$ cat config.mk
export PLATFORM = sky130hd
export DESIGN_NAME = gno2d_fade
export DESIGN_NICKNAME = d
export VERILOG_FILES = /design/src/rtl/gno2d_pkg.sv /design/src/rtl/gno2d_fade.sv
export SDC_FILE = /design/constraint.sdc
export NUM_CORES = 2
export LEC_CHECK = 0
export BUFFER_PORTS_ARGS = -buffer_cell sky130_fd_sc_hd__buf_4
export CAP_MARGIN = 20
export CORE_MARGIN = 2
export CORE_UTILIZATION = 38
export DETAILED_ROUTE_END_ITERATION = 16
export GPL_ROUTABILITY_DRIVEN = 0
export PLACE_DENSITY = 0.56
export SLEW_MARGIN = 20
export SYNTH_ARGS = -nofsm -noshare
export SYNTH_HDL_FRONTEND = slang
export SYNTH_SLANG_ARGS = --single-unit
$ cat constraint.sdc
create_clock -name clk -period 13.7 [get_ports clk]
set_input_delay 1.37 -clock clk [delete_from_list [all_inputs] [get_ports clk]]
set_output_delay 1.37 -clock clk [all_outputs]
set_load 0.02 [all_outputs]
$ cat src/rtl/gno2d_pkg.sv
package gno2d_pkg;

	// grid and field widths
	localparam int GRID_AW  = 8;               // 256 x 256 table
	localparam int TAB_AW   = 2 * GRID_AW;
	localparam int GRAD_W   = 16;
	localparam int ENTRY_W  = 2 * GRAD_W;
	localparam int COORD_W  = 32;
	localparam int FRAC_W   = 16;
	localparam int OCT_W    = 4;
	localparam int OCT_MAX  = 8;
	localparam int K_W      = 3;               // octave index 0..7
	localparam int SHIFT_W  = COORD_W + OCT_MAX;
	localparam int RES_W    = 16;

	// datapath widths
	localparam int DX_W     = FRAC_W + 1;      // offset t or t-1
	localparam int DOT_W    = 34;              // corner dot, Q.30
	localparam int FADE_W   = 18;              // fade weight 0..65536
	localparam int AMP_W    = 17;              // amplitude 0..65536
	localparam int PERS_W   = 16;
	localparam int TOT_W    = 56;              // weighted sum
	localparam int WSUM_W   = 20;              // sum of amplitudes
	localparam int DIVR_W   = WSUM_W + 15;     // weight sum * 2^15
	localparam int DCNT_W   = $clog2(TOT_W);

	// phases of one octave
	localparam int PH_W     = 4;
	localparam logic [PH_W-1:0] PH_ADDR  = PH_W'(0);
	localparam logic [PH_W-1:0] PH_RD0   = PH_W'(1);
	localparam logic [PH_W-1:0] PH_RD1   = PH_W'(2);
	localparam logic [PH_W-1:0] PH_RD2   = PH_W'(3);
	localparam logic [PH_W-1:0] PH_RD3   = PH_W'(4);
	localparam logic [PH_W-1:0] PH_DOT3  = PH_W'(5);
	localparam logic [PH_W-1:0] PH_LERPB = PH_W'(6);
	localparam logic [PH_W-1:0] PH_LERPV = PH_W'(7);
	localparam logic [PH_W-1:0] PH_ACC   = PH_W'(8);

	localparam logic CMD_WRITE = 1'b0;
	localparam logic CMD_EVAL  = 1'b1;

	localparam logic CFG_OCTAVES = 1'b0;
	localparam logic CFG_PERSIST = 1'b1;

	localparam logic [AMP_W-1:0] AMP_ONE = AMP_W'(65536);

	typedef enum logic [1:0] {
		ST_IDLE,
		ST_OCT,
		ST_DIV
	} state_t;

	// integer part wrapped modulo 255 (byte digit sum)
	function automatic logic [GRID_AW-1:0] mod255(input logic [23:0] v);
		logic [9:0] s;
		logic [8:0] f;
		s = 10'(v[23:16]) + 10'(v[15:8]) + 10'(v[7:0]);
		f = 9'(s[9:8]) + 9'(s[7:0]);
		if (f >= 9'd255)
			f = f - 9'd255;
		return f[GRID_AW-1:0];
	endfunction

endpackage

$ cat src/rtl/gno2d_fade.sv
module gno2d_fade
	import gno2d_pkg::*;
(
	input  logic                     clk,
	input  logic [FRAC_W-1:0]        t,
	output logic signed [FADE_W-1:0] fade
);

	// 6t^5-15t^4+10t^3, three register stages
	logic signed [20:0] a;
	logic signed [37:0] ab_s1;
	logic [31:0]        tt_s1;
	logic [FRAC_W-1:0]  t_s1;
	logic signed [21:0] b_s2;
	logic [FRAC_W-1:0]  c_s2;
	logic [47:0]        ttt;
	logic signed [38:0] bc;

	assign a   = 21'(signed'({5'b0, t}) * 21'sd6) - 21'sd983040;
	assign ttt = 48'(tt_s1) * 48'(t_s1);
	assign bc  = 39'(b_s2) * 39'(signed'({1'b0, c_s2}));

	always_ff @(posedge clk) begin
		ab_s1 <= 38'(a) * 38'(signed'({1'b0, t}));
		tt_s1 <= 32'(t) * 32'(t);
		t_s1  <= t;
		b_s2  <= 22'(ab_s1 >>> 16) + 22'sd655360;
		c_s2  <= ttt[47:32];
		fade  <= FADE_W'(bc >>> 16);
	end

endmodule

==> flow_summary_export.csv <==
group,metric,value,unit
synthesis,synth_common_cells,"1332 x inv_1, 1197 x fa_1, 792 x nand2_1",
timing,slew_violations,0,
global_routing,grt_max_degree,44,
synthesis,synth_cells,5232,
synthesis,mappedNetlistNets,6867,
setup_path,crit_family,"adder cells",
timing,finalSetupViolations,0,
global_routing,grt_usage,20.4,%
finish,nFillCells,12500,
setup_path,critPathCaptureType,"flip-flop",
timing,worst_pin_slew,1100,ps
route,drt-total-wl,123000,um
finish,ff_latch_area,2490,um^2
timing,timing.fmax,94.2,MHz
floorplan,core-area,125000,um^2
route,wire_per_inst,18.2,um
clock_tree,cts_tree,"yes",
route,first_pass_iters,6,
setup_path,start_kind,"primary input",
finish,area_delta_synth_final,5.19,%
synthesis,syn_area,47800,um^2
route,avgViaCountPerCell,4.96,
finish,final_nets,6750,
floorplan,initial_core_util,38.2,%
worst_hold_path,min_path_type,"flip-flop to flip-flop",
clock_tree,cts_max_level,4,
synthesis,synth-seq-area-share,5.20,%
route,drc,0,
clock_tree,cts_root_buffer,"clkbuf_16",
place,portBuffers,34,
job,maxCapViolCount,0,
timing,finClkSkew,14.8,ps
synthesis,yosysMostFrequentCell,"inv_1",
timing,finalHoldViolations,0,
setup_path,cp_slowest_cell,"fa_1",
clock_tree,postCtsHoldBufs,0,
floorplan,die_area,129000,um^2
global_routing,grt_pass1_wl,205000,um
clock_tree,cts.sinks,124,
floorplan,num_rows,130,
setup_path,critPathBufInv,5,
finish,drive_gt1_share,2.83,%
timing,finalCriticalPeriod,10610,ps
synthesis,ys_async_sr_fraction,0,%
setup_path,arrival,11020,ps
synthesis,yosys_warnings,0,
setup_path,cp_max_fo,34,
global_routing,grt_pass1_vias,37100,
timing,rsz0062_at_grt,"false",
global_routing,antenna_found_initial,6,
synthesis,synth_top_area_cell,"fa_1",
setup_path,crit_path_max_incr_delay,540,ps
status,status,"finished clean",
synthesis,ys_types,75,
finish,multi_input_area,39400,um^2
place,dp_hpwl,97100,um
synthesis,synth_area_leaders,"fa_1 50%, ha_1 11%, inv_1 10%",
synthesis,synth_top_area_share,50.2,%
clock_tree,numCtsBuffers,17,
timing,period_share,77.5,%
clock_tree,clk_latency,480,ps
timing,slew_headroom,26.0,%
floorplan,dieHeight,358,um
synthesis,ys_ff_latch,124,
setup_path,crit_path_frequent_cell,"fa_1",
synthesis,syn_area_per_cell,9.13,um^2
floorplan,ios,35,
clock_tree,post_cts_buffers,0,
clock_tree,ctsResizeCount,0,
global_routing,grt_overflow,0,
clock_tree,cts_max_path_buffers,2,
floorplan,fp.dieW,358,um
route,vias,33600,
timing,tns,0,ps
synthesis,synth_edf_count,0,
clock_tree,path_clk_slew,70,ps
setup_path,worstPathRequired,14110,ps
synthesis,synth-main-ff-cell,"dfxtp_1",
route,drtIter0Drc,2019,
setup_path,path_class,"primary input to flip-flop",
route,postRouteAntennaNets,0,
## kinds of logic (layout without fill, tap and decap cells)
group           Yosys count  count (layout)  share of synthesized area, %
compound gates          331             331                          4.68
xor+xnor                121             121                          2.22
fa+ha+maj              1618            1618                          61.2
buf+inv                1556            1452                          12.2
flops                   124             124                          5.20
mux                       2               2                        0.0445
other cells               0               1                             0
simple gates           1480            1480                          14.4
## final cells by class
class	instances	share of cell area [%]
multi-input combinational	3552	78.5
sequential	124	4.96
tap	1650	4.11
clock inverter	15	0.329
inverter	1338	10.0
timing repair buffer	82	1.23
antenna	1	0.00498
clock buffer	17	0.847
## cells in the final DEF (no fill, tap or decap), drive strengths merged, types with 20 or more instances in the layout
| cell | count |
|---|---|
| a211oi | 20 |
| a21o | 32 |
| a21oi | 71 |
| and2 | 341 |
| and3 | 31 |
| buf | 82 |
| dfxtp | 124 |
| fa | 1197 |
| ha | 421 |
| inv | 1342 |
| nand2 | 792 |
| nand3 | 62 |
| nor2 | 117 |
| nor3 | 57 |
| o21a | 20 |
| o21ai | 70 |
| or3 | 23 |
| xnor2 | 90 |
| xor2 | 31 |
## worst paths after layout
check             from   endpoint  slack [ps]  depth (start not counted)
max               t[2]  ab_s1[35]        3090                         32
min          ab_s1[32]   b_s2[16]         330                          0
max reg2reg    t_s1[4]    c_s2[8]        6240                         19
min reg2reg  ab_s1[32]   b_s2[16]         330                          0
## registers in the layout, indices dropped and copies added (netlist names)
signal and flops:
b_s2 22, t_s1 16, ab_s1 22, fade 18
tt_s1 30, c_s2 16
## layer usage
layer	vias up	global-route usage, %	wire length (um)	part of all wire (%)
met5	-	0	13	0.011
met4	2	4.13	2000	1.6
met3	132	2.26	6570	5.3
met2	897	33.6	57700	47
met1	17500	29.1	57100	46
li1	15100	-	-	-
## metrics by stage
step | setup slack [ps] | hold slack [ps] | utilization, % | instance area, um^2 | cells
3_3_place_gp | 2370 | 312 | 39.7 | 49600 | 6745
3_5_place_dp | 2610 | 312 | 39.7 | 49600 | 6746
2_1_floorplan | 3640 | 310 | - | 47800 | 5232
6_report | 3090 | 328 | 40.2 | 50200 | 6779
4_1_cts | 3120 | 329 | 40.2 | 50200 | 6778
5_1_grt | 2650 | 336 | 40.2 | 50200 | 6778
Power is not shown: default switching activity piles up to over one toggle a cycle in this logic, so the estimate is an artifact.
