--- src/rtl/gno2d_pkg.sv ---
package gno2d_pkg;

	// grid and field widths
	localparam int GRID_AW  = 8;               // 256 x 256 table
	localparam int TAB_AW   = 2 * GRID_AW;
	localparam int GRAD_W   = 16;
	localparam int ENTRY_W  = 2 * GRAD_W;
	localparam int COORD_W  = 32;
	localparam int FRAC_W   = 16;
	localparam int OCT_W    = 4;
	localparam int OCT_MAX  = 8;
	localparam int K_W      = 3;               // octave index 0..7
	localparam int SHIFT_W  = COORD_W + OCT_MAX;
	localparam int RES_W    = 16;

	// datapath widths
	localparam int DX_W     = FRAC_W + 1;      // offset t or t-1
	localparam int DOT_W    = 34;              // corner dot, Q.30
	localparam int FADE_W   = 18;              // fade weight 0..65536
	localparam int AMP_W    = 17;              // amplitude 0..65536
	localparam int PERS_W   = 16;
	localparam int TOT_W    = 56;              // weighted sum
	localparam int WSUM_W   = 20;              // sum of amplitudes
	localparam int DIVR_W   = WSUM_W + 15;     // weight sum * 2^15
	localparam int DCNT_W   = $clog2(TOT_W);

	// phases of one octave
	localparam int PH_W     = 4;
	localparam logic [PH_W-1:0] PH_ADDR  = PH_W'(0);
	localparam logic [PH_W-1:0] PH_RD0   = PH_W'(1);
	localparam logic [PH_W-1:0] PH_RD1   = PH_W'(2);
	localparam logic [PH_W-1:0] PH_RD2   = PH_W'(3);
	localparam logic [PH_W-1:0] PH_RD3   = PH_W'(4);
	localparam logic [PH_W-1:0] PH_DOT3  = PH_W'(5);
	localparam logic [PH_W-1:0] PH_LERPB = PH_W'(6);
	localparam logic [PH_W-1:0] PH_LERPV = PH_W'(7);
	localparam logic [PH_W-1:0] PH_ACC   = PH_W'(8);

	localparam logic CMD_WRITE = 1'b0;
	localparam logic CMD_EVAL  = 1'b1;

	localparam logic CFG_OCTAVES = 1'b0;
	localparam logic CFG_PERSIST = 1'b1;

	localparam logic [AMP_W-1:0] AMP_ONE = AMP_W'(65536);

	typedef enum logic [1:0] {
		ST_IDLE,
		ST_OCT,
		ST_DIV
	} state_t;

	// integer part wrapped modulo 255 (byte digit sum)
	function automatic logic [GRID_AW-1:0] mod255(input logic [23:0] v);
		logic [9:0] s;
		logic [8:0] f;
		s = 10'(v[23:16]) + 10'(v[15:8]) + 10'(v[7:0]);
		f = 9'(s[9:8]) + 9'(s[7:0]);
		if (f >= 9'd255)
			f = f - 9'd255;
		return f[GRID_AW-1:0];
	endfunction

endpackage

--- src/rtl/gno2d_div.sv ---
module gno2d_div
	import gno2d_pkg::*;
(
	input  logic              clk,
	input  logic              arst_n,
	input  logic              start,
	input  logic [TOT_W-1:0]  dividend,
	input  logic [DIVR_W-1:0] divisor,
	output logic              done,
	output logic [TOT_W-1:0]  quotient
);

	// restoring divider, one quotient bit per cycle
	logic [DIVR_W:0]   rem_q;
	logic [TOT_W-1:0]  dvd_q;
	logic [DIVR_W-1:0] dvs_q;
	logic [DCNT_W-1:0] cnt_q;
	logic              run_q;
	logic              done_q;
	logic [DIVR_W:0]   sh;
	logic              fits;

	assign sh       = {rem_q[DIVR_W-1:0], dvd_q[TOT_W-1]};
	assign fits     = sh >= {1'b0, dvs_q};
	assign done     = done_q;
	assign quotient = dvd_q;

	always_ff @(posedge clk or negedge arst_n) begin
		if (!arst_n) begin
			run_q  <= 1'b0;
			done_q <= 1'b0;
			cnt_q  <= '0;
		end else begin
			done_q <= 1'b0;
			if (start) begin
				run_q <= 1'b1;
				cnt_q <= '0;
			end else if (run_q) begin
				cnt_q <= cnt_q + 1'b1;
				if (cnt_q == DCNT_W'(TOT_W - 1)) begin
					run_q  <= 1'b0;
					done_q <= 1'b1;
				end
			end
		end
	end

	always_ff @(posedge clk) begin
		if (start) begin
			dvd_q <= dividend;
			dvs_q <= divisor;
			rem_q <= '0;
		end else if (run_q) begin
			rem_q <= fits ? sh - {1'b0, dvs_q} : sh;
			dvd_q <= {dvd_q[TOT_W-2:0], fits};
		end
	end

endmodule

--- config.mk ---
export PLATFORM = sky130hd
export DESIGN_NAME = gno2d_div
export DESIGN_NICKNAME = d
export VERILOG_FILES = /design/src/rtl/gno2d_pkg.sv /design/src/rtl/gno2d_div.sv
export SDC_FILE = /design/constraint.sdc
export NUM_CORES = 1
export LEC_CHECK = 0
export BUFFER_PORTS_ARGS = -buffer_cell sky130_fd_sc_hd__buf_2
export CORE_AREA = 2 2 161 163
export CTS_BUF_LIST = sky130_fd_sc_hd__clkbuf_4 sky130_fd_sc_hd__clkbuf_8
export DETAILED_ROUTE_END_ITERATION = 8
export DIE_AREA = 0 0 163 165
export PLACE_DENSITY = 0.61
export SLEW_MARGIN = 10
export SYNTH_ARGS = -nofsm -noshare
export SYNTH_HDL_FRONTEND = slang
export SYNTH_SLANG_ARGS = --single-unit
--- constraint.sdc ---
create_clock -name clk -period 3.05 [get_ports clk]
set_input_delay 0.61 -clock clk [delete_from_list [all_inputs] [get_ports clk]]
set_output_delay 0.61 -clock clk [all_outputs]
set_load 0.005 [all_outputs]
==> results list <==
- Relative max-transition margin: 0.643
- Setup violations remaining at the end of the flow were counted as 0.
- Area of the die: 26,900 um2
* Number of DRC violations after detailed routing: 0
- Synthesis produced a netlist with a net count of 852.
* Worst Clk Skew: 20.7 ps
- Residual overflow from global routing: 0
- During synthesis, Yosys emitted a total of 0 warnings.
- Data arrives at the worst endpoint at 3370 ps.
- MaxCap Viol Count: 0
- The completed layout was analyzed and its total power is 0.00692 W.
- Max-slew violation count: 0
* Placeable core area: 25,000 um2
- Setup repair after global routing could not meet its margin everywhere.
* WL per Instance: 16.5 um
* Net count, final: 1,038
- Timing would allow up to 332 MHz.
- The finished cells cover 9550 um2.
- After clock tree synthesis, the clock-pin slew on the worst setup and hold paths is 90 ps.
* Layout cells sized above 1: 0.355
- Along the worst path, the maximum fanout reaches 6.
- Ys flop type: sky130_fd_sc_hd__edfxtp_1
- Hold Fails Final Rpt: 0
* Transition time of the tightest slew-check pin: 536 ps
- Dividing the final minimum period by the clock period gives 0.988.
* Count of cell types in the netlist: 58
* Clock tree from TritonCTS: built
* Total track usage: 0.155
- Clock buffer count from CTS: 17
* First-pass GRT wire length: 32,500 um
* Wirelength, routed: 20,600 um
* Horizontal extent of the die: 163 um
- HPWL Detailed: 15,100 um
- Kind of end point of the critical path: register
- The mapped netlist covers 7470 um2.
- Entering global routing, the biggest net connects 60 pins.
* Standby leakage power: 4.07 nW
* Final non-filler cell total: 1,250
- The min-delay analysis places its worst path in the category in2reg.
- The root buffer cell chosen for the clock tree is sky130_fd_sc_hd__clkbuf_8.
- The placed instances occupy a cell area of 8960 um2.
- For this block, the initial DRC count from the detailed router was 346.
* Initial antenna violation count: 1
- During placement, the flow inserted port buffers numbering 150.
- # rows: 58
* Via total after detailed routing: 6,274
- I/O pin count: 151
- Critical path class: reg2reg
- Total iterations of the first detailed-routing run: 5
- After technology mapping, the gate count stands at 721.
- Register bit count reported by yosys: 134
* Cell count after placement: 1,213
* Seq/Total Area, Yosys: 0.486
* Via density: 5.02
* Data required, critical path: 3410 ps
- In the synthesized netlist the async set-or-reset flop fraction comes to 0.0597.
- The H-tree was split into 4 levels.
* Clock tree buffer depth: 2
* Number of antenna repair diodes: 0
- Power density over the cells: 724 nW/um2
- Count of flip-flops with a built-in enable after synthesis: 91
- The number of global-route vias before repair is 6,279.
- Compared with the post-synthesis result, the final layout area differs by 27.7%.
- Clock latency reported for the late side of the worst-skew pair: 450 ps
- Overall die height: 165 um
- The congestion estimate from routability-driven global placement came to 0.840.
- Once detail routing completed, the nets flagged for antenna violations numbered 0.
- IR drop worst, VDD: 0.000384 V
- Status: completed
* Clk sink count: 134
- The initial utilization of the core area, before any placement, comes to 0.299.
- Counting I/O delays and the setup requirement, the final critical path takes 3010 ps.
- Dividing the synthesized area by the synthesized cell count gives 10.4 um2.
- STA classifies the critical path startpoint as a register.
-- path summary, 6_finish.rpt --
kind	startpoint	endpoint	slack, ps	cells past startpoint
hold reg to reg	rem_q[23]	rem_q[24]	500	2
setup / recovery	dvs_q[10]	rem_q[4]	40	10
hold / removal	divisor[2]	dvs_q[2]	330	1
max in group asynchronous	arst_n	run_q	2330	2
setup reg to reg	dvs_q[10]	rem_q[4]	40	10
min in group asynchronous	arst_n	cnt_q[5]	550	2
-- cell type report --
type / count / area (um2)
clock inverters: 15 / 185
flip-flops and latches: 134 / 3630
fillers: 2532 / 15500
repair buffers: 197 / 1160
multi-input cells: 511 / 3740
inverters: 46 / 173
well taps: 330 / 413
clock buffers: 17 / 234
-- layer usage --
metal / GRT usage / routed length [um]
met5: 0 / 13
met4: 0.0306 / 208
met2: 0.259 / 9830
met1: 0.192 / 8950
met3: 0.0608 / 1570
-- cell usage in the layout, fill, tap and decap left out, types with 5 or more instances in the layout --
master / netlist / final
sky130_fd_sc_hd__nand2_1: 74 / 70
sky130_fd_sc_hd__ha_4: 0 / 7
sky130_fd_sc_hd__or3_1: 10 / 9
sky130_fd_sc_hd__a21oi_1: 40 / 36
sky130_fd_sc_hd__a21o_1: 18 / 18
sky130_fd_sc_hd__edfxtp_1: 91 / 91
sky130_fd_sc_hd__a31oi_1: 9 / 8
sky130_fd_sc_hd__buf_4: 0 / 42
sky130_fd_sc_hd__nand4_1: 11 / 11
sky130_fd_sc_hd__and3_1: 7 / 7
sky130_fd_sc_hd__a311oi_1: 24 / 22
sky130_fd_sc_hd__xnor2_1: 10 / 10
sky130_fd_sc_hd__inv_2: 0 / 6
sky130_fd_sc_hd__inv_1: 46 / 40
sky130_fd_sc_hd__o21ai_0: 29 / 27
sky130_fd_sc_hd__buf_2: 2 / 149
sky130_fd_sc_hd__dfrtp_1: 8 / 7
sky130_fd_sc_hd__nor2_1: 55 / 54
sky130_fd_sc_hd__a211oi_1: 8 / 7
sky130_fd_sc_hd__nand2b_1: 6 / 6
sky130_fd_sc_hd__nor3_1: 13 / 13
sky130_fd_sc_hd__inv_8: 0 / 6
sky130_fd_sc_hd__clkbuf_8: 0 / 17
sky130_fd_sc_hd__mux2_2: 57 / 57
sky130_fd_sc_hd__xor2_1: 11 / 11
sky130_fd_sc_hd__nand2_2: 1 / 5
sky130_fd_sc_hd__dfxtp_1: 35 / 35
sky130_fd_sc_hd__ha_1: 36 / 29
sky130_fd_sc_hd__nor2b_1: 10 / 9
sky130_fd_sc_hd__nand3_1: 15 / 15
-- synthesized netlist by cell type (2+ instances only) --
master	number	share of area
sky130_fd_sc_hd__xor2_1	11	0.013
sky130_fd_sc_hd__dfrtp_1	8	0.027
sky130_fd_sc_hd__a21oi_1	40	0.027
sky130_fd_sc_hd__edfxtp_1	91	0.37
sky130_fd_sc_hd__nor3b_1	4	0.0040
sky130_fd_sc_hd__o211ai_1	2	0.0020
sky130_fd_sc_hd__o21ba_2	2	0.0027
sky130_fd_sc_hd__o22ai_1	3	0.0025
sky130_fd_sc_hd__a21o_1	18	0.018
sky130_fd_sc_hd__nand2_1	74	0.037
sky130_fd_sc_hd__a41oi_1	4	0.0047
sky130_fd_sc_hd__or3_1	10	0.0084
sky130_fd_sc_hd__o21bai_1	5	0.0050
sky130_fd_sc_hd__o21a_1	4	0.0040
sky130_fd_sc_hd__nor3_1	13	0.0087
sky130_fd_sc_hd__nand3_1	15	0.010
sky130_fd_sc_hd__a31oi_1	9	0.0075
sky130_fd_sc_hd__o21ai_0	29	0.019
sky130_fd_sc_hd__a211o_1	4	0.0047
sky130_fd_sc_hd__mux2i_1	3	0.0040
sky130_fd_sc_hd__ha_1	36	0.060
sky130_fd_sc_hd__xnor2_1	10	0.012
sky130_fd_sc_hd__o2111ai_1	2	0.0023
sky130_fd_sc_hd__buf_1	2	0.0010
sky130_fd_sc_hd__and3_1	7	0.0059
sky130_fd_sc_hd__nor2b_1	10	0.0084
sky130_fd_sc_hd__clkbuf_1	26	0.013
sky130_fd_sc_hd__o221ai_1	2	0.0023
sky130_fd_sc_hd__mux2_2	57	0.086
sky130_fd_sc_hd__o311ai_0	2	0.0023
sky130_fd_sc_hd__a211oi_1	8	0.0080
sky130_fd_sc_hd__a21boi_0	3	0.0030
sky130_fd_sc_hd__inv_1	46	0.023
sky130_fd_sc_hd__a311oi_1	24	0.028
sky130_fd_sc_hd__nor4_1	2	0.0017
sky130_fd_sc_hd__nand3b_1	3	0.0030
sky130_fd_sc_hd__nand2b_1	6	0.0050
sky130_fd_sc_hd__nor2_1	55	0.028
sky130_fd_sc_hd__buf_2	2	0.0013
sky130_fd_sc_hd__dfxtp_1	35	0.094
sky130_fd_sc_hd__and2_1	2	0.0017
sky130_fd_sc_hd__a311o_1	4	0.0054
sky130_fd_sc_hd__or4_1	3	0.0030
sky130_fd_sc_hd__nand4_1	11	0.0092
-- worst max-delay path: stages, from the launching register on --
cell	delay [ps]
sky130_fd_sc_hd__edfxtp_1	350
sky130_fd_sc_hd__inv_2	50
sky130_fd_sc_hd__ha_4	260
sky130_fd_sc_hd__nand2_2	60
sky130_fd_sc_hd__or4_4	550
sky130_fd_sc_hd__or4_4	510
sky130_fd_sc_hd__o31ai_4	200
sky130_fd_sc_hd__a31oi_2	160
sky130_fd_sc_hd__and2_4	210
sky130_fd_sc_hd__or3_4	330
sky130_fd_sc_hd__a311oi_2	270
-- flip-flops by register name, indices dropped and copies added, names as in the netlist --
name,count
cnt_q,6
done,1
dvs_q,35
quotient,56
rem_q,35
run_q,1
-- report_power, final --
part	leakage [nW]	total, W	switching [W]	internal [W]
registers	1.33	0.00247	0.000214	0.00225
clock network	0.205	0.00162	0.000851	0.000768
logic	2.54	0.00283	0.00153	0.00130
total	4.07	0.00692	0.00259	0.00432
-- kinds of logic after synthesis --
logic type | count (synthesis) | synth area share
xor+xnor | 21 | 0.0246
mux | 60 | 0.0899
flops | 134 | 0.486
simple gates | 221 | 0.140
compound gates | 171 | 0.156
fa+ha+maj | 37 | 0.0629
buf+inv | 77 | 0.0400
-- stage by stage --
| stage | setup slack (ps) | utilization | hold WS, ps | setup TNS [ps] |
|---|---|---|---|---|
| 3_5_place_dp | -114 | 0.358 | 463 | -403 |
| 4_1_cts | -17.5 | 0.376 | 306 | -63.2 |
| 5_1_grt | -112 | 0.381 | 298 | -757 |
| 6_report | 37.5 | 0.381 | 334 | 0 |
| 3_3_place_gp | -40.2 | 0.358 | 465 | -108 |
| 2_1_floorplan | 25.3 | - | 314 | 0 |
-- repair_timing --
item                       CTS  global route
setup endpoints to repair   12            35
hold endpoints to repair     8             0
hold buffers                 1             0
gates cloned                 1             0
resized for setup            7            29
setup buffers                2             2
pin swaps                   14            16
(Power assumes the default switching activity.)
